[src/design/bf16_weight_matvec_bias_defines.svh]
// ---------------------------------------------------------------------------
// bf16 weight mat-vec assertion macros
// Shared property shapes for the checks at the end of the top level.
// ---------------------------------------------------------------------------
`ifndef BF16_WEIGHT_MATVEC_BIAS_DEFINES_SVH
`define BF16_WEIGHT_MATVEC_BIAS_DEFINES_SVH

// same-cycle implication
`define BWMV_ASSERT_IMP(name, ante, cons) \
  name: assert property (@(posedge clk) disable iff (rst) (ante) |-> (cons)) \
    else $error("bwmv check failed");

// next-cycle implication
`define BWMV_ASSERT_NXT(name, ante, cons) \
  name: assert property (@(posedge clk) disable iff (rst) (ante) |=> (cons)) \
    else $error("bwmv check failed");

`endif

[src/design/bwmv_pkg.sv]
// ---------------------------------------------------------------------------
// bwmv_pkg
// Types, constants and fp32 helpers shared by the mat-vec block.
// ---------------------------------------------------------------------------
package bwmv_pkg;

  localparam int DEF_MAX_ROW_LENGTH = 4096;
  localparam int DEF_MAX_ROWS       = 262144;

  localparam int CFG_W     = 19;  // widest register
  localparam int CFG_IDX_W = 2;
  localparam int IDX_W     = 16;  // store address, widest allowed depth
  localparam int ROW_OUT_W = 18;
  localparam int BF16_SHIFT = 16;

  localparam logic [CFG_IDX_W-1:0] REG_ROW_LENGTH  = 2'd0;
  localparam logic [CFG_IDX_W-1:0] REG_ROW_COUNT   = 2'd1;
  localparam logic [CFG_IDX_W-1:0] REG_BIAS_ENABLE = 2'd2;

  localparam int QDEPTH = 4;
  localparam int QPTR_W = 2;
  localparam int QCNT_W = 3;

  localparam logic [31:0] CANON_NAN = 32'h7FC0_0000;

  typedef struct packed {
    logic                  is_weight;
    logic [IDX_W-1:0]      addr;
    logic [31:0]           vval;
    logic [15:0]           weight;
    logic [31:0]           bias;
    logic                  last_col;
    logic                  last_row;
    logic [ROW_OUT_W-1:0]  row;
  } q_entry_t;

  typedef struct packed {
    logic [QCNT_W-1:0] count;
    logic              full;
    logic              empty;
  } q_status_t;

  typedef struct packed {
    logic               sign;
    logic               zero;
    logic signed [10:0] exp;
    logic [31:0]        sig;
  } norm_t;

  // value = x * 2^(e0-158); left-justify x
  function automatic norm_t fp_norm(input logic sign, input logic signed [10:0] e0,
                                    input logic [31:0] x);
    norm_t r;
    logic [5:0] lz;
    lz = 6'd32;
    for (int i = 0; i < 32; i++) begin
      if (x[i]) lz = 6'(31 - i);
    end
    r.sign = sign;
    r.zero = (x == 32'd0);
    r.sig  = x << lz;
    r.exp  = e0 - $signed({5'd0, lz});
    return r;
  endfunction

  // round to nearest even and pack, subnormal and overflow included
  function automatic logic [31:0] fp_round(input norm_t n);
    logic [31:0] sh;
    logic [31:0] mask;
    logic        lost;
    logic [10:0] d;
    logic [23:0] keep;
    logic        g;
    logic        st;
    logic [30:0] base;
    logic        rup;
    logic [31:0] res;
    sh = 32'd0;
    mask = 32'd0;
    lost = 1'b0;
    d = 11'd0;
    keep = 24'd0;
    g = 1'b0;
    st = 1'b0;
    base = 31'd0;
    if (n.zero) begin
      res = {n.sign, 31'd0};
    end else if (n.exp >= 11'sd255) begin
      res = {n.sign, 8'hFF, 23'd0};
    end else begin
      if (n.exp >= 11'sd1) begin
        keep = n.sig[31:8];
        g    = n.sig[7];
        st   = |n.sig[6:0];
        base = {n.exp[7:0], keep[22:0]};
      end else begin
        d = 11'(11'sd1 - n.exp);
        if (d >= 11'd32) begin
          sh   = 32'd0;
          lost = |n.sig;
        end else begin
          mask = (32'd1 << d[4:0]) - 32'd1;
          sh   = n.sig >> d[4:0];
          lost = |(n.sig & mask);
        end
        keep = sh[31:8];
        g    = sh[7];
        st   = (|sh[6:0]) | lost;
        base = {8'd0, keep[22:0]};
      end
      rup = g & (st | keep[0]);
      res = {n.sign, base + {30'd0, rup}};
    end
    return res;
  endfunction

  function automatic logic [31:0] fp_add(input logic [31:0] a, input logic [31:0] b);
    logic        a_nan, b_nan, a_inf, b_inf;
    logic [31:0] big, lit;
    logic [7:0]  eb, el, diff;
    logic [23:0] mb, ml;
    logic [26:0] ml27, sh27, mask27;
    logic        stk;
    logic [27:0] s;
    logic [31:0] res;
    norm_t       n;
    a_nan = (&a[30:23]) && (|a[22:0]);
    b_nan = (&b[30:23]) && (|b[22:0]);
    a_inf = (&a[30:23]) && !(|a[22:0]);
    b_inf = (&b[30:23]) && !(|b[22:0]);
    big = a;
    lit = b;
    res = 32'd0;
    if (a_nan || b_nan || (a_inf && b_inf && (a[31] != b[31]))) begin
      res = CANON_NAN;
    end else if (a_inf) begin
      res = a;
    end else if (b_inf) begin
      res = b;
    end else begin
      if (a[30:0] < b[30:0]) begin
        big = b;
        lit = a;
      end
      eb = (big[30:23] == 8'd0) ? 8'd1 : big[30:23];
      el = (lit[30:23] == 8'd0) ? 8'd1 : lit[30:23];
      mb = {big[30:23] != 8'd0, big[22:0]};
      ml = {lit[30:23] != 8'd0, lit[22:0]};
      diff = eb - el;
      ml27 = {ml, 3'b000};
      if (diff >= 8'd27) begin
        sh27 = 27'd0;
        stk  = |ml27;
      end else begin
        mask27 = (27'd1 << diff[4:0]) - 27'd1;
        sh27   = ml27 >> diff[4:0];
        stk    = |(ml27 & mask27);
      end
      sh27 = {sh27[26:1], sh27[0] | stk};
      if (big[31] == lit[31]) s = {1'b0, mb, 3'b000} + {1'b0, sh27};
      else s = {1'b0, mb, 3'b000} - {1'b0, sh27};
      if (s == 28'd0) begin
        res = {big[31] & lit[31], 31'd0};
      end else begin
        n = fp_norm(big[31], $signed({3'd0, eb}) + 11'sd1, {s, 4'b0000});
        res = fp_round(n);
      end
    end
    return res;
  endfunction

endpackage

[src/design/bwmv_front.sv]
// ---------------------------------------------------------------------------
// bwmv_front
// Config registers, item intake, column/row tracking and queue push.
// ---------------------------------------------------------------------------
module bwmv_front #(
  parameter int MAX_ROW_LENGTH = bwmv_pkg::DEF_MAX_ROW_LENGTH,
  parameter int MAX_ROWS       = bwmv_pkg::DEF_MAX_ROWS
) (
  input  logic                           clk,
  input  logic                           rst,
  input  logic                           cfg_we,
  input  logic [bwmv_pkg::CFG_IDX_W-1:0] cfg_index,
  input  logic [bwmv_pkg::CFG_W-1:0]     cfg_data,
  input  logic                           in_valid,
  output logic                           in_ready,
  input  logic                           mode,
  input  logic [11:0]                    vector_index,
  input  logic [31:0]                    vector_value,
  input  logic [15:0]                    weight,
  input  logic [31:0]                    bias_value,
  input  logic                           q_full,
  output logic                           push,
  output bwmv_pkg::q_entry_t             push_data
);
  import bwmv_pkg::*;

  localparam int AW = $clog2(MAX_ROW_LENGTH);
  localparam int RW = (MAX_ROWS > 1) ? $clog2(MAX_ROWS) : 1;

  logic [12:0]   row_length;
  logic [18:0]   row_count;
  logic          bias_enable;
  logic [AW-1:0] col;
  logic [RW-1:0] row;

  logic [31:0] len32, cnt32, eff_len, eff_cnt, col_inc, row_inc, idx32, row32;
  logic        accept, idx_ok, last_col, last_row;

  assign in_ready = !q_full;
  assign accept   = in_valid && in_ready;

  always_comb begin
    len32 = {19'd0, row_length};
    cnt32 = {13'd0, row_count};
    if (len32 == 32'd0) eff_len = 32'd1;
    else if (len32 > 32'(MAX_ROW_LENGTH)) eff_len = 32'(MAX_ROW_LENGTH);
    else eff_len = len32;
    if (cnt32 == 32'd0) eff_cnt = 32'd1;
    else if (cnt32 > 32'(MAX_ROWS)) eff_cnt = 32'(MAX_ROWS);
    else eff_cnt = cnt32;
    col_inc  = 32'(col) + 32'd1;
    row_inc  = 32'(row) + 32'd1;
    last_col = (col_inc >= eff_len);
    last_row = (row_inc >= eff_cnt);
    idx32    = {20'd0, vector_index};
    idx_ok   = (idx32 < 32'(MAX_ROW_LENGTH));
    row32    = 32'(row);
  end

  // out-of-range store writes are dropped here
  assign push = accept && (mode || idx_ok);

  always_comb begin
    push_data.is_weight = mode;
    push_data.addr      = mode ? IDX_W'(col) : IDX_W'(vector_index);
    push_data.vval      = vector_value;
    push_data.weight    = weight;
    push_data.bias      = bias_enable ? bias_value : 32'd0;
    push_data.last_col  = last_col;
    push_data.last_row  = last_row;
    push_data.row       = row32[ROW_OUT_W-1:0];
  end

  always_ff @(posedge clk) begin
    if (rst) begin
      row_length  <= 13'd4096;
      row_count   <= 19'd1;
      bias_enable <= 1'b0;
    end else if (cfg_we) begin
      unique case (cfg_index)
        REG_ROW_LENGTH:  row_length  <= cfg_data[12:0];
        REG_ROW_COUNT:   row_count   <= cfg_data;
        REG_BIAS_ENABLE: bias_enable <= cfg_data[0];
        default: ;
      endcase
    end
  end

  always_ff @(posedge clk) begin
    if (rst) begin
      col <= '0;
      row <= '0;
    end else if (accept && mode) begin
      if (last_col) begin
        col <= '0;
        row <= last_row ? '0 : row_inc[RW-1:0];
      end else begin
        col <= col_inc[AW-1:0];
      end
    end
  end
endmodule

[config.mk]
export PLATFORM = sky130hd
export DESIGN_NAME = bwmv_front
export DESIGN_NICKNAME = d
export VERILOG_FILES = /design/src/design/bf16_weight_matvec_bias_defines.svh /design/src/design/bwmv_pkg.sv /design/src/design/bwmv_front.sv
export SDC_FILE = /design/constraint.sdc
export NUM_CORES = 1
export LEC_CHECK = 0
export BUFFER_PORTS_ARGS = -buffer_cell sky130_fd_sc_hd__buf_2
export CAP_MARGIN = 15
export CELL_PAD_IN_SITES_DETAIL_PLACEMENT = 0
export CELL_PAD_IN_SITES_GLOBAL_PLACEMENT = 1
export CORE_MARGIN = 2
export CORE_UTILIZATION = 32
export DETAILED_ROUTE_END_ITERATION = 8
export PLACE_DENSITY = 0.87
export SETUP_SLACK_MARGIN = 0.02
export SKIP_LAST_GASP = 1
export SYNTH_ARGS = -nofsm -noshare
export SYNTH_HDL_FRONTEND = slang
export SYNTH_SLANG_ARGS = --single-unit
export TNS_END_PERCENT = 100
[constraint.sdc]
create_clock -name clk -period 5 [get_ports clk]
set_input_delay 0.25 -clock clk [delete_from_list [all_inputs] [get_ports clk]]
set_output_delay 0.25 -clock clk [all_outputs]
set_load 0.005 [all_outputs]
---- Word level (Yosys, flattened, before mapping) ----
Index checks and enable logic that the tools add are counted.
word-level totals
  register bits after elaboration ......... 63
  output and inout bits ................... 119
  word-level logic and storage cells ...... 31
cells by class
  equal/unequal tests ..................... 2
  magnitude comparators ................... 4
  add/sub/neg operators ................... 2
  mux-type cells .......................... 8
  reduce and logical (&&, ||, !) cells .... 10
operators with widths
  operator               number
  $mux 32                2
  $mux 19                2
  $ge 13x32->1           1
  $ge 19x32->1           1
  $mux 12                2
  $add 18x1->19 const B  1
  $gt 19x19->1 const B   1
  $logic_not 19->1       1
  $mux 18                1
  $add 12x1->13 const B  1
  $gt 13x13->1 const B   1
  $logic_not 13->1       1
  $mux 13                1
  $reduce_and 2->1       4
  $eq 2x1->1 const B     1
  $eq 2x2->1 const B     1
  $logic_and 1x1->1      2
  $logic_not 2->1        1
  $logic_not 1->1        1

---- Longest topological paths before layout ----
  depth after elaboration ................. 5
  mapped depth ............................ 14
  depth with buffers taken out ............ 13

---- Worst setup path after synthesis ----
OpenSTA, ideal clock, no wires.
  path kind ............................... register -> register
  start ................................... register row_count[10]
  end ..................................... register row[14]
  library setup time ...................... 120 ps
  stages on the path, launching flop included .. 13
  slack ................................... 1542 ps
  period minus slack after synthesis ...... 3458 ps
  buffers on the path ..................... 1
  arrival ................................. 3338 ps
  data required time ...................... 4880 ps
  path through ............................ dfxtp_1 -> or4_1 -> nor4_1 -> nand2b_1 -> clkbuf_1 -> nand2_1 -> ha_1 -> and4_2 -> nand2_1 -> or4_1 -> a41oi_2 -> nor3_2 -> a211o_2
on the way
  longest elaborated chain between the ends .. 5
  elaborated cells on any way between the ends .. 6
RTL lines
  item                    RTL line          source
  start, declared         bwmv_front.sv:31  logic [18:0] row_count;
  start signal, assigned  bwmv_front.sv:82  REG_ROW_COUNT: row_count <= cfg_data;
  $gt 19x19->1            bwmv_front.sv:49  else if (cnt32 > 32'(MAX_ROWS)) eff_cnt = 32'(MAX_ROWS);
  $mux 19                 bwmv_front.sv:49
  $mux 19 *               bwmv_front.sv:48  if (cnt32 == 32'd0) eff_cnt = 32'd1;
  $ge 19x32->1 *          bwmv_front.sv:54  last_row = (row_inc >= eff_cnt);
  $mux 18 *               bwmv_front.sv:96  row <= last_row ? '0 : row_inc[RW-1:0];
  end signal, assigned    bwmv_front.sv:96
  end, declared           bwmv_front.sv:34  logic [RW-1:0] row;
Every way passes the cells marked *; elsewhere a longest branch is shown, timed or not.
A chain may end at the register's enable or synchronous reset.

==> impl_metrics.json <==
{
  "drt_iter0_markers": 279,
  "grt_usage": 0.1497,
  "postCtsSetupBuffers": 0,
  "cp.required_ps": 4750,
  "clock_skew_ps": 11.96,
  "cts_sinks": 63,
  "ys_seq_elements": 63,
  "nets": 828,
  "finalCritPeriodShare": 0.8682,
  "worst_setup_path_end_kind": "output pin",
  "cpMostUsedCell": "ha_1",
  "area_delta_synth_final_pct": 16.47,
  "floorplan.initialDensity": 0.3230,
  "ir_worst_vdd_uv": 167.7,
  "drc": 0,
  "yosys_warnings": 0,
  "dieArea_um2": 15480,
  "drive_gt1_frac": 0.2676,
  "synth_top_area_share": 0.2718,
  "avgSynthCellArea_um2": 7.709,
  "synth_ff_type": "dfxtp_1",
  "power.density_nw_per_um2": 260.1,
  "drt_wl_total_um": 11700,
  "wl_per_cell_um": 13.54,
  "grt_pass1_wl_um": 19120,
  "worst_slew_margin_rel": 0.5040,
  "grt_overflow": 0,
  "synth-async-reset-ratio": 0,
  "worst_r2r_path_depth": 11,
  "power_leakage_uw": 0.002473,
  "rsz0062_at_grt": "no",
  "cts_tree": "built",
  "slowest_delay_ps": 560,
  "seq_area_frac_synth": 0.2718,
  "synth_top_cell_by_area": "dfxtp_1",
  "crit_type": "reg2out",
  "cts_root_buf": "clkbuf_16",
  "start_kind": "flip-flop",
  "yosys-top-cells-area": "dfxtp_1, nand2_1, ha_1",
  "dr.pass1.iters": 4,
  "cts_buffer_depth": 2,
  "reg2reg_to": "row[12]",
  "antenna_cells": 0,
  "cts_resized": 0,
  "place_ws_ps": 900.1,
  "clk_pin_slew_worst_paths_ps": 50,
  "core_um2": 14370,
  "worstPathArrival_ps": 4090,
  "critPathCapture": "push_data[18]",
  "r2r_slack_ps": 900,
  "fillers": 1523,
  "synth_fa_ha_area_frac": 0.09167,
  "startpoint": "row[0]",
  "netlist_area_um2": 4641,
  "cp_max_fo": 12,
  "whs_ps": 152.7,
  "max_freq_ghz": 0.2303,
  "seqCellArea_um2": 1261,
  "tns_ps": 0,
  "ys_types": 57,
  "die_y_um": 124.4,
  "vias_per_cell": 4.917,
  "synth_xor_area_frac": 0.04530,
  "io_buffers": 137,
  "synth_compound_area_frac": 0.1383,
  "maxSlewViolCount": 0,
  "status": "finished clean",
  "worstMarginPinSlew_ps": 739.9,
  "gp_routability_congestion": 0.8122,
  "clk_latency_ps": 340,
  "hold_path_class": "in2reg",
  "setup_ws_ps": 658.8,
  "drv_cap": 0,
  "finalHoldViolations": 0,
  "synth_simple_gate_area_frac": 0.2968,
  "setup_viol": 0,
  "vias": 4248,
  "min_period_ps": 4341,
  "drtAntennaViolNets": 0,
  "syn_inst": 602,
  "dieWidth_um": 124.4,
  "synth_mux_area_frac": 0.03343,
  "hold_buffers": 0,
  "grt_pass1_vias": 3922,
  "htree_levels": 3,
  "crit_chain": "ha_1, and3_1, and4_1, nand4_1, xnor2_1, ha_1, and4_2, nand2_1, or4_1, a41oi_2, buf_4, buf_2",
  "synth_top_family_by_area": "simple AND/OR/NAND/NOR gates",
  "antenna_found_initial": 0,
  "cpMaxStageDelayCell": "a41oi_2",
  "grt_max_degree": 50,
  "ios": 238,
  "r2r_start": "row[0]",
  "synth-edff-count": 0,
  "multi_input_area_um2": 2825,
  "rows": 44,
  "numCtsBuffers": 9,
  "hpwlAfterDp_um": 8882
}
==> how the worst min path moves through the flow <==
stage / startpoint / endpoint / cells after the start
after floorplan: cfg_data[12] / row_length[12] / 1
after global placement: row_length[9] / row_length[9] / 2
after detailed placement: row_count[10] / row_count[10] / 2
after CTS: cfg_data[15] / row_count[15] / 3
after global routing: cfg_data[17] / row_count[17] / 3
final: cfg_data[15] / row_count[15] / 3
==> synthesized netlist by cell type (2+ instances only) <==
library cell / number
nand2_1: 132
dfxtp_1: 63
buf_4: 56
a21oi_1: 51
and2_1: 34
ha_1: 34
nor2_1: 32
nor3_1: 15
clkbuf_1: 14
xnor2_1: 13
mux2_2: 12
nand3_1: 12
xor2_1: 11
o21ai_0: 8
a221o_1: 7
and3_1: 7
nor4_1: 7
inv_1: 6
nand3b_1: 6
a22oi_1: 5
buf_1: 5
buf_2: 5
nand2b_1: 5
nand4_1: 5
nor3b_1: 5
or3_1: 4
a211o_1: 3
o21a_1: 3
or3b_1: 3
or3b_2: 3
or4_1: 3
a211o_2: 2
a21o_1: 2
a311oi_1: 2
and4_2: 2
buf_6: 2
mux2i_1: 2
nor2b_1: 2
==> cell type report <==
class                   instances  share of cell area
repair buffers                141              0.1324
inverters                       7            0.004861
multi-input cells             453              0.5227
well taps                     184             0.04259
flip-flops and latches         63              0.2333
clock inverters                 5             0.01921
clock buffers                  11             0.04491
==> cell usage in the layout (no fill, tap or decap), types with 4 or more instances in the layout <==
master and instances:
o21ai_0 8, nor2_1 32, nor3b_1 5, buf_4 4, nand4_1 5, conb_1 4
nor3_1 15, a22oi_1 5, nor4_1 7, inv_1 6, mux2_2 12, nand2b_1 5
nand3_1 12, a21oi_1 51, or3_1 4, nand2_1 132, buf_2 137, xnor2_1 13
a221o_1 7, xor2_1 11, nand3b_1 6, and3_1 7, ha_1 34, clkbuf_16 9
dfxtp_1 63, and2_1 34
==> power by group <==
| part | total (µW) | switching (µW) | internal (µW) |
|---|---|---|---|
| logic | 145 | 79.5 | 65.2 |
| clock network | 739 | 237 | 501 |
| registers | 522 | 10.3 | 512 |
| total | 1410 | 327 | 1080 |
==> kinds of logic after synthesis <==
family | count (synthesis)
xor gates and xnor gates | 24
adders and majority gates | 34
and+or+nand+nor | 282
DFF | 63
other | 1
buffers and inverters | 89
AOI/OAI and AO/OA | 95
muxes | 14
==> through the flow <==
step                      std cells  total power, µW  area (µm²)    util
after floorplan                 605            657.7        4652       -
after global placement          848            676.8        5059  0.3521
after detailed placement        848            678.6        5059  0.3521
after CTS                       864             1420        5405  0.3762
after global routing            864             1458        5405  0.3762
final                           864             1406        5405  0.3762
==> worst max-delay path, delay by kind of cell, from the launching register on <==
family | cells | cell delay (ps)
and+or+nand+nor | 6 | 1580
xor gates and xnor gates | 1 | 180
adders and majority gates | 2 | 580
buffers and inverters | 2 | 420
AOI/OAI and AO/OA | 1 | 560
DFF | 1 | 450
==> registers in the layout, indices dropped and copies added (netlist names) <==
name / flops
bias_enable: 1
row_length: 13
row: 18
row_count: 19
col: 12
==> metal layers <==
layer	vias up	share of wire	track usage
met5	-	0	0
met4	0	0.013	0.04891
met3	11	0.067	0.03995
met2	126	0.44	0.2298
met1	1948	0.48	0.2040
li1	2163	-	-
Power figures use the tool's default switching activity.
