[config.mk]
export PLATFORM = sky130hd
export DESIGN_NAME = bwmv_queue
export DESIGN_NICKNAME = d
export VERILOG_FILES = /design/src/design/bf16_weight_matvec_bias_defines.svh /design/src/design/bwmv_pkg.sv /design/src/design/bwmv_queue.sv
export SDC_FILE = /design/constraint.sdc
export NUM_CORES = 1
export LEC_CHECK = 0
export BUFFER_PORTS_ARGS = -buffer_cell sky130_fd_sc_hd__buf_4
export CAP_MARGIN = 20
export CORE_MARGIN = 4
export CORE_UTILIZATION = 52
export CTS_BUF_LIST = sky130_fd_sc_hd__clkbuf_16
export DETAILED_ROUTE_END_ITERATION = 12
export MAX_ROUTING_LAYER = met4
export PLACE_DENSITY = 0.73
export SYNTH_ARGS = -nofsm -noshare
export SYNTH_HDL_FRONTEND = slang
export SYNTH_SLANG_ARGS = --single-unit
[constraint.sdc]
create_clock -name clk -period 6.7 [get_ports clk]
set_clock_uncertainty 0.05 [all_clocks]
set_input_delay 0 -clock clk [delete_from_list [all_inputs] [get_ports clk]]
set_output_delay 0 -clock clk [all_outputs]
set_load 0.005 [all_outputs]
[src/design/bf16_weight_matvec_bias_defines.svh]
// ---------------------------------------------------------------------------
// bf16 weight mat-vec assertion macros
// Shared property shapes for the checks at the end of the top level.
// ---------------------------------------------------------------------------
`ifndef BF16_WEIGHT_MATVEC_BIAS_DEFINES_SVH
`define BF16_WEIGHT_MATVEC_BIAS_DEFINES_SVH

// same-cycle implication
`define BWMV_ASSERT_IMP(name, ante, cons) \
  name: assert property (@(posedge clk) disable iff (rst) (ante) |-> (cons)) \
    else $error("bwmv check failed");

// next-cycle implication
`define BWMV_ASSERT_NXT(name, ante, cons) \
  name: assert property (@(posedge clk) disable iff (rst) (ante) |=> (cons)) \
    else $error("bwmv check failed");

`endif

[src/design/bwmv_pkg.sv]
// ---------------------------------------------------------------------------
// bwmv_pkg
// Types, constants and fp32 helpers shared by the mat-vec block.
// ---------------------------------------------------------------------------
package bwmv_pkg;

  localparam int DEF_MAX_ROW_LENGTH = 4096;
  localparam int DEF_MAX_ROWS       = 262144;

  localparam int CFG_W     = 19;  // widest register
  localparam int CFG_IDX_W = 2;
  localparam int IDX_W     = 16;  // store address, widest allowed depth
  localparam int ROW_OUT_W = 18;
  localparam int BF16_SHIFT = 16;

  localparam logic [CFG_IDX_W-1:0] REG_ROW_LENGTH  = 2'd0;
  localparam logic [CFG_IDX_W-1:0] REG_ROW_COUNT   = 2'd1;
  localparam logic [CFG_IDX_W-1:0] REG_BIAS_ENABLE = 2'd2;

  localparam int QDEPTH = 4;
  localparam int QPTR_W = 2;
  localparam int QCNT_W = 3;

  localparam logic [31:0] CANON_NAN = 32'h7FC0_0000;

  typedef struct packed {
    logic                  is_weight;
    logic [IDX_W-1:0]      addr;
    logic [31:0]           vval;
    logic [15:0]           weight;
    logic [31:0]           bias;
    logic                  last_col;
    logic                  last_row;
    logic [ROW_OUT_W-1:0]  row;
  } q_entry_t;

  typedef struct packed {
    logic [QCNT_W-1:0] count;
    logic              full;
    logic              empty;
  } q_status_t;

  typedef struct packed {
    logic               sign;
    logic               zero;
    logic signed [10:0] exp;
    logic [31:0]        sig;
  } norm_t;

  // value = x * 2^(e0-158); left-justify x
  function automatic norm_t fp_norm(input logic sign, input logic signed [10:0] e0,
                                    input logic [31:0] x);
    norm_t r;
    logic [5:0] lz;
    lz = 6'd32;
    for (int i = 0; i < 32; i++) begin
      if (x[i]) lz = 6'(31 - i);
    end
    r.sign = sign;
    r.zero = (x == 32'd0);
    r.sig  = x << lz;
    r.exp  = e0 - $signed({5'd0, lz});
    return r;
  endfunction

  // round to nearest even and pack, subnormal and overflow included
  function automatic logic [31:0] fp_round(input norm_t n);
    logic [31:0] sh;
    logic [31:0] mask;
    logic        lost;
    logic [10:0] d;
    logic [23:0] keep;
    logic        g;
    logic        st;
    logic [30:0] base;
    logic        rup;
    logic [31:0] res;
    sh = 32'd0;
    mask = 32'd0;
    lost = 1'b0;
    d = 11'd0;
    keep = 24'd0;
    g = 1'b0;
    st = 1'b0;
    base = 31'd0;
    if (n.zero) begin
      res = {n.sign, 31'd0};
    end else if (n.exp >= 11'sd255) begin
      res = {n.sign, 8'hFF, 23'd0};
    end else begin
      if (n.exp >= 11'sd1) begin
        keep = n.sig[31:8];
        g    = n.sig[7];
        st   = |n.sig[6:0];
        base = {n.exp[7:0], keep[22:0]};
      end else begin
        d = 11'(11'sd1 - n.exp);
        if (d >= 11'd32) begin
          sh   = 32'd0;
          lost = |n.sig;
        end else begin
          mask = (32'd1 << d[4:0]) - 32'd1;
          sh   = n.sig >> d[4:0];
          lost = |(n.sig & mask);
        end
        keep = sh[31:8];
        g    = sh[7];
        st   = (|sh[6:0]) | lost;
        base = {8'd0, keep[22:0]};
      end
      rup = g & (st | keep[0]);
      res = {n.sign, base + {30'd0, rup}};
    end
    return res;
  endfunction

  function automatic logic [31:0] fp_add(input logic [31:0] a, input logic [31:0] b);
    logic        a_nan, b_nan, a_inf, b_inf;
    logic [31:0] big, lit;
    logic [7:0]  eb, el, diff;
    logic [23:0] mb, ml;
    logic [26:0] ml27, sh27, mask27;
    logic        stk;
    logic [27:0] s;
    logic [31:0] res;
    norm_t       n;
    a_nan = (&a[30:23]) && (|a[22:0]);
    b_nan = (&b[30:23]) && (|b[22:0]);
    a_inf = (&a[30:23]) && !(|a[22:0]);
    b_inf = (&b[30:23]) && !(|b[22:0]);
    big = a;
    lit = b;
    res = 32'd0;
    if (a_nan || b_nan || (a_inf && b_inf && (a[31] != b[31]))) begin
      res = CANON_NAN;
    end else if (a_inf) begin
      res = a;
    end else if (b_inf) begin
      res = b;
    end else begin
      if (a[30:0] < b[30:0]) begin
        big = b;
        lit = a;
      end
      eb = (big[30:23] == 8'd0) ? 8'd1 : big[30:23];
      el = (lit[30:23] == 8'd0) ? 8'd1 : lit[30:23];
      mb = {big[30:23] != 8'd0, big[22:0]};
      ml = {lit[30:23] != 8'd0, lit[22:0]};
      diff = eb - el;
      ml27 = {ml, 3'b000};
      if (diff >= 8'd27) begin
        sh27 = 27'd0;
        stk  = |ml27;
      end else begin
        mask27 = (27'd1 << diff[4:0]) - 27'd1;
        sh27   = ml27 >> diff[4:0];
        stk    = |(ml27 & mask27);
      end
      sh27 = {sh27[26:1], sh27[0] | stk};
      if (big[31] == lit[31]) s = {1'b0, mb, 3'b000} + {1'b0, sh27};
      else s = {1'b0, mb, 3'b000} - {1'b0, sh27};
      if (s == 28'd0) begin
        res = {big[31] & lit[31], 31'd0};
      end else begin
        n = fp_norm(big[31], $signed({3'd0, eb}) + 11'sd1, {s, 4'b0000});
        res = fp_round(n);
      end
    end
    return res;
  endfunction

endpackage

[src/design/bwmv_queue.sv]
// ---------------------------------------------------------------------------
// bwmv_queue
// Short FIFO of classified items between front and back.
// ---------------------------------------------------------------------------
module bwmv_queue (
  input  logic                clk,
  input  logic                rst,
  input  logic                push,
  input  bwmv_pkg::q_entry_t  push_data,
  input  logic                pop,
  output bwmv_pkg::q_entry_t  pop_data,
  output bwmv_pkg::q_status_t status
);
  import bwmv_pkg::*;

  q_entry_t            entries [QDEPTH];
  logic [QPTR_W-1:0]   wr_ptr;
  logic [QPTR_W-1:0]   rd_ptr;
  logic [QCNT_W-1:0]   count;

  always_ff @(posedge clk) begin
    if (rst) begin
      wr_ptr <= '0;
      rd_ptr <= '0;
      count  <= '0;
    end else begin
      if (push) wr_ptr <= wr_ptr + QPTR_W'(1);
      if (pop) rd_ptr <= rd_ptr + QPTR_W'(1);
      count <= count + QCNT_W'(push) - QCNT_W'(pop);
    end
  end

  always_ff @(posedge clk) begin
    if (push) entries[wr_ptr] <= push_data;
  end

  assign pop_data     = entries[rd_ptr];
  assign status.count = count;
  assign status.full  = (count == QCNT_W'(QDEPTH));
  assign status.empty = (count == '0);
endmodule

Word-level counts from Yosys, hierarchy flattened
Memories as Yosys holds them, arrays and structs flattened. A register that Yosys moved wholly into a read port is not among the register bits.
Cells that the tools add are included.

word-level totals
  RAM bits = 468
  output and inout port bits = 122
  bits in registers = 7
  input port bits = 121
  memories kept = 1

cells by class
  reduce and logical (&&, ||, !) cells = 1
  mux-type cells = 4
  equality and inequality tests = 1
  add/sub/neg operators = 4

memory list
  memory   depth  bits a word  read ports  clocked after memory_dff  write ports  line              source
  entries  4      117          1           1                         1            bwmv_queue.sv:16  q_entry_t entries [QDEPTH];

operators by type and width
  operator                                                        number
  2-bit by 1-bit adder with 2-bit output (second input constant)  2
  2-bit two-way mux                                               2
  3-bit by 1-bit adder with 3-bit output                          1
  3-bit equality test (second input constant)                     1
  3-bit logical NOT                                               1
  3-bit by 1-bit subtractor with 3-bit output                     1
  1-bit two-way mux                                               2

Depth between registers and ports, before layout
Gate-level depths: netlist of the first run.

  word-level depth = 3
  mapped depth = 7
  mapped depth without buffers = 7

Worst setup path after synthesis of the first run
OpenSTA, ideal clock, no wires.

  path type = register to register
  from = register wr_ptr[0]
  to = memory entries[0][0] (netlist bit), enable pin
  clock period less this slack = 3773 ps
  stages on the path, launching flop included = 4
  arrival time = 3234 ps
  data required time = 6161 ps
  library setup time = 489 ps
  path slack = 2927 ps
  cell sequence = dfxtp_1 inv_1 ha_1 and2_1

RTL lines
  element                 line              source
  start, declared         bwmv_queue.sv:17  logic [QPTR_W-1:0] wr_ptr;
  start signal, assigned  bwmv_queue.sv:27  if (push) wr_ptr <= wr_ptr + QPTR_W'(1);
  end, declared           bwmv_queue.sv:16

No word-level cell before the write port.

==> reports/results.txt, run 1 <==
Setup_tns: 0 ns
Grt total ovfl: 0
First-pass DRT Iterations: 4
Num CTS Buffers: 47
Post-Synth Simple-Gate Area: 0.004344
Pre-CTS setup slack: 4.010 ns
Max cap viols: 0
Root buffer cell: clkbuf_16
Mapped Avg Cell Area: 26.47 sq um
Synth top area cells: edfxtp_1, mux4_2, dfxtp_1
Share of layout cells above drive strength 1: 0.4004
Delay-heaviest family, CP: buffers and inverters
GRT Util Overall: 0.1974
Cells after Synth: 653
Clock buffer depth: 3
CTS tree: yes
Headroom to the max-slew limit: 0.2844
Clock slew at reported path FFs: 0.06 ns
Met3 Track Usage GR: 0.04705
Synth Area in Compound Gates: 0.0008687
Crit path top cell by count: buf_4
Synth top cells by count: edfxtp_1, mux4_2, buf_2
Share of the synthesized area in the top cell type: 0.8131
Mux cell area share after synthesis: 0.1530
Hold WC Path Type: input port to register
Fraction of the yosys area taken by sequential cells: 0.8236
Top Ports: 243
RSZ-0062 raised after global routing: false
Post-DP Area: 19580 sq um
Total Nets Final: 1174
CP required: 6.65 ns
Post-Syn Area: 17280 sq um
Pwr per Cell Area: 296.8 nW/um^2
Antenna violations before repair: 3
Setup-failing EPs final: 0
Routed via count: 8222
Core region area: 32700 sq um
Max incr delay on CP: 0.95 ns
Post-CTS setup buffer count: 0
Number of global-route vias before repair: 9134
Crit Path Category: register to primary output
EDFF count, synth: 468
CTS Sinks: 477
Hold WS: 0.1644 ns
Met2 Usage GRT: 0.3163
Core Rows: 66
H-tree Lvls: 2
Leakage: 7.616 nW
M1 GR Usage: 0.2660
Primary FF master, synth: edfxtp_1
Top-count cell post-synth: edfxtp_1
Hpwl dp: 18540 um
Peak Freq: 331.5 MHz
Largest net degree at the start of global routing: 102
Gr busiest metal: met2
Final min period: 3.016 ns
Finished Cell Area: 22210 sq um
Die width: 190.3 um
Maximum fanout along the worst path: 60
Antenna Nets Post-Route: 0
1st-iter DRT viols: 584
Cells along the critical path: buf_4 > mux4_2 > buf_4
FF+latch count, synth: 477
Crit-path slowest cell: dfxtp_4
Period utilization: 0.4502
Remaining DRCs: 0
Largest family of logic cells by synthesized area: multiplexers
Chip Height: 190.3 um
Fin. max-slew vios: 0
Layout area overhead: 28.52%
Biggest area consumer among synthesized cells: edfxtp_1
Post-Synth XOR/XNOR Area: 0.002389
Worst Setup Start Kind: register
Ys async rst share: 0
Synth unique cells: 21
Yosys warns: 0
Synth Area in Adders: 0.005502
Mapped Nets: 781
VDD IR max: 224.3 uV
Hold Fails Final Rpt: 0
# port buffers: 242
Setup ws final: 3.684 ns
Clock latency on the worst-skew pair: 0.52 ns
Full die area: 36220 sq um
WL/cell: 22.46 um
Status: finished, final reports clean
Arrival time worst endpoint: 2.97 ns
Initial Util: 0.5285
Final GP Congestion: 0.7046
WL final: 34220 um
Slew @ Worst Pin: 1.073 ns
CP Capture Type: primary output
Routed vias/inst: 5.395
First-pass GRT wire length: 53260 um
Critical path buffer and inverter count: 2
kinds of logic after synthesis:
group,count (synthesis)
DFF,477
muxes,118
buffers and inverters,32
and+or+nand+nor,14
adders and majority gates,7
xor gates and xnor gates,3
AOI/OAI and AO/OA,2
sequential cells by signal (all words and copies together), names as in the netlist, named ones only:
register and cells:
entries 468, count 3, rd_ptr 2, wr_ptr 2
power by group:
group | internal, mW | switching, mW | leakage (nW) | total [mW]
clock | 1.39 | 1.02 | 0.752 | 2.40
sequential | 3.43 | 0.0519 | 4.37 | 3.48
combinational | 0.402 | 0.304 | 2.49 | 0.706
layout by cell type, fill, tap and decap left out:
master and n:
fa_1 1, clkbuf_16 49, a21bo_2 1, dfxtp_4 2
ha_1 6, mux4_2 117, a21oi_1 1, dfxtp_1 7
buf_4 248, clkinv_2 8, diode_2 3, clkinv_1 9
nand3b_1 1, nor2b_1 2, xnor2_1 2, nor2_1 5
nor3_1 1, buf_12 1, and2_4 4, edfxtp_1 468
and3_1 1, inv_1 20, bufinv_16 2, xor3_1 1
dlygate4sd3_1 121, mux2i_1 1
per-layer routing:
layer,vias up,routed length (um)
li1,3602,-
met1,4289,13820
met2,288,17300
met3,43,2547
met4,0,561
met5,-,0
area by class of cell:
class	instances	area (sq um)
Tap cell	442	553.0
Antenna cell	3	7.507
Clock inverter	33	186.4
Sequential cell	477	14240
Multi-Input combinational cell	144	2882
Fill cell	2057	10490
Timing Repair Buffer	370	3093
Inverter	6	22.52
Clock buffer	49	1226
stage by stage:
step	power, mW	utilization	cells
after floorplan	3.856	-	653
after global placement	4.185	0.5988	1318
after detailed placement	4.201	0.5988	1318
after CTS	6.665	0.6790	1521
after global routing	6.861	0.6792	1524
final	6.593	0.6792	1524
final timing paths:
| path | endpoint | slack, ns | from | cells past startpoint |
|---|---|---|---|---|
| setup / recovery | pop_data[70] | 3.68 | register | 3 |
| hold reg to reg | register | 0.47 | rd_ptr[0] | 2 |
| hold / removal | entries[0][88] | 0.16 | push_data[88] | 2 |
| setup reg to reg | entries[2][4] | 4.05 | wr_ptr[0] | 4 |
repair_timing:
action	CTS	global route
hold buffers	121	0
endpoints found under the hold margin	490	0
resized for setup	0	0
Power figures use the tool's default switching activity.
==> run 2, diff against run 1 <==
==> constraint.sdc (replaced) <==
create_clock -name clk -period 3.1 [get_ports clk]
set_clock_uncertainty 0.05 [all_clocks]
set_input_delay 0 -clock clk [delete_from_list [all_inputs] [get_ports clk]]
set_output_delay 0 -clock clk [all_outputs]
set_load 0.005 [all_outputs]
==> run 2 against run 1 <==
  * Sequential power increased by 120%
  * Cell count increased by 0.20%
  * Hold slack got worse by 0.013 ns
  * Wire length decreased by 2.9%
  * Count of clock-buffer cells in the layout decreased by 1
  * First-iteration DRC count decreased by 19%
  * Via count decreased by 1.1%
==> reports/results.txt, run 2 (synthesized netlist as in run 1, its figures left out) <==
Headroom to the max-slew limit: 0.5875
Reg-to-Reg Start: wr_ptr[0]
Cells along the critical path: buf_12 > mux4_2 > buf_4
Hold Crit Start: push_data[42]
Post-CTS sizing: 0
VDD IR max: 506.1 uV
Share of layout cells above drive strength 1: 0.4050
Largest net degree at the start of global routing: 53
Cts hold-fix bufs: 120
Setup-failing EPs final: 0
Num CTS Buffers: 47
Setup_tns: 0 ns
Max incr delay on CP: 0.61 ns
Biggest register: entries
Clock buffer depth: 3
RSZ-0062 raised after global routing: false
H-tree Lvls: 2
Finished Cell Area: 22420 sq um
Commonest non-fill, non-tap cell in the layout: edfxtp_1
CP required: 3.05 ns
Routed via count: 8129
Layout area overhead: 29.73%
Routed vias/inst: 5.324
Crit Path Category: register to primary output
CP Capture Type: primary output
Peak Freq: 411.9 MHz
Total Nets Final: 1180
Remaining DRCs: 0
GRT Util Overall: 0.1898
Leakage: 7.666 nW
First-pass GRT wire length: 51610 um
Largest registers: entries: 468 flops, count: 3 flops
Die width: 190.3 um
Pwr per Cell Area: 642.5 nW/um^2
Number of global-route vias before repair: 8939
Hold WC Path Type: input port to register
Post-CTS setup buffer count: 0
Full die area: 36220 sq um
Post-DP Area: 19760 sq um
Clock latency on the worst-skew pair: 0.53 ns
WL final: 33220 um
Number of fill cells: 2052
Crit-path slowest cell: dfxtp_4
Most frequent cells in the layout: edfxtp_1, buf_4, dlygate4sd3_1
Final min period: 2.428 ns
Antenna Nets Post-Route: 0
Max cap viols: 0
Status: finished, final reports clean
Hold Fails Final Rpt: 0
Hpwl dp: 19170 um
Top Ports: 243
Fin. max-slew vios: 0
Clock slew at reported path FFs: 0.06 ns
Final GP Congestion: 0.7051
Arrival time worst endpoint: 2.38 ns
1st-iter DRT viols: 474
Root buffer cell: clkbuf_16
Grt total ovfl: 0
Initial Util: 0.5285
Chip Height: 190.3 um
CTS tree: yes
# port buffers: 242
Period utilization: 0.7832
Maximum fanout along the worst path: 50
Total power: 14.41 mW
Largest register FFs: 468
First-pass DRT Iterations: 7
Worst Setup Start Kind: register
Antenna violations before repair: 1
Core region area: 32700 sq um
CTS Sinks: 477
WL/cell: 21.75 um
Core Rows: 66
Slew @ Worst Pin: 0.6188 ns
-- run 2: changes by cell type in the layout (fill, tap and decap cells not counted), moves of 2 or more --
cell	before	now
buf_12	1	11
buf_4	248	245
bufinv_16	2	4
clkinv_1	9	14
clkinv_2	8	3
diode_2	3	1
inv_1	20	14
-- run 2: stage by stage --
| step | cells | setup WS, ns | util | hold slack, ns |
|---|---|---|---|---|
| 2_1_floorplan | 653 | 0.6258 | - | 0.02161 |
| 3_3_place_gp | 1325 | 1.133 | 0.6042 | 0.1504 |
| 3_5_place_dp | 1325 | 1.104 | 0.6042 | 0.1532 |
| 4_1_cts | 1526 | 0.5974 | 0.6856 | 0.1258 |
| 5_1_grt | 1527 | 0.4786 | 0.6856 | 0.1259 |
| 6_report | 1527 | 0.6720 | 0.6856 | 0.1513 |
-- run 2: where the power goes --
part	switching, mW	internal [mW]	total, mW
clock network	2.21	3.12	5.33
registers	0.102	7.41	7.52
logic	0.666	0.893	1.56
total	2.98	11.4	14.4
-- run 2: layout make-up --
type	instances	area, sq um	area share
antenna	1	2.502	0.0001116
inverter	6	22.52	0.001004
timing repair buffer	376	3261	0.1454
tap	442	553.0	0.02467
sequential	477	14240	0.6352
clock inverter	33	259.0	0.01155
multi-input combinational	144	2882	0.1285
clock buffer	48	1201	0.05357
-- run 2: path summary, 6_finish.rpt --
kind / end / slack, ns / cells past startpoint
max: pop_data[40] / 0.67 / 3
min: entries[3][42] / 0.15 / 2
max reg2reg: entries[0][89] / 1.15 / 4
min reg2reg: register / 0.49 / 2
-- run 2: routing by layer --
layer  wire length, um  up-vias  GRT usage  share of wire
met3              1958       44    0.03442          0.059
met5                 0        -          -              0
met1             13680     4212     0.2598           0.41
li1                  -     3616          -              -
met2             17010      257     0.3064           0.51
met4               563        0    0.04309          0.017
-- run 2: worst max-delay path, delay by kind of cell (launching register included) --
| kind | cells | cell delay [ns] |
|---|---|---|
| flip-flops | 1 | 0.61 |
| multiplexers | 1 | 0.61 |
| buffers and inverters | 2 | 0.59 |
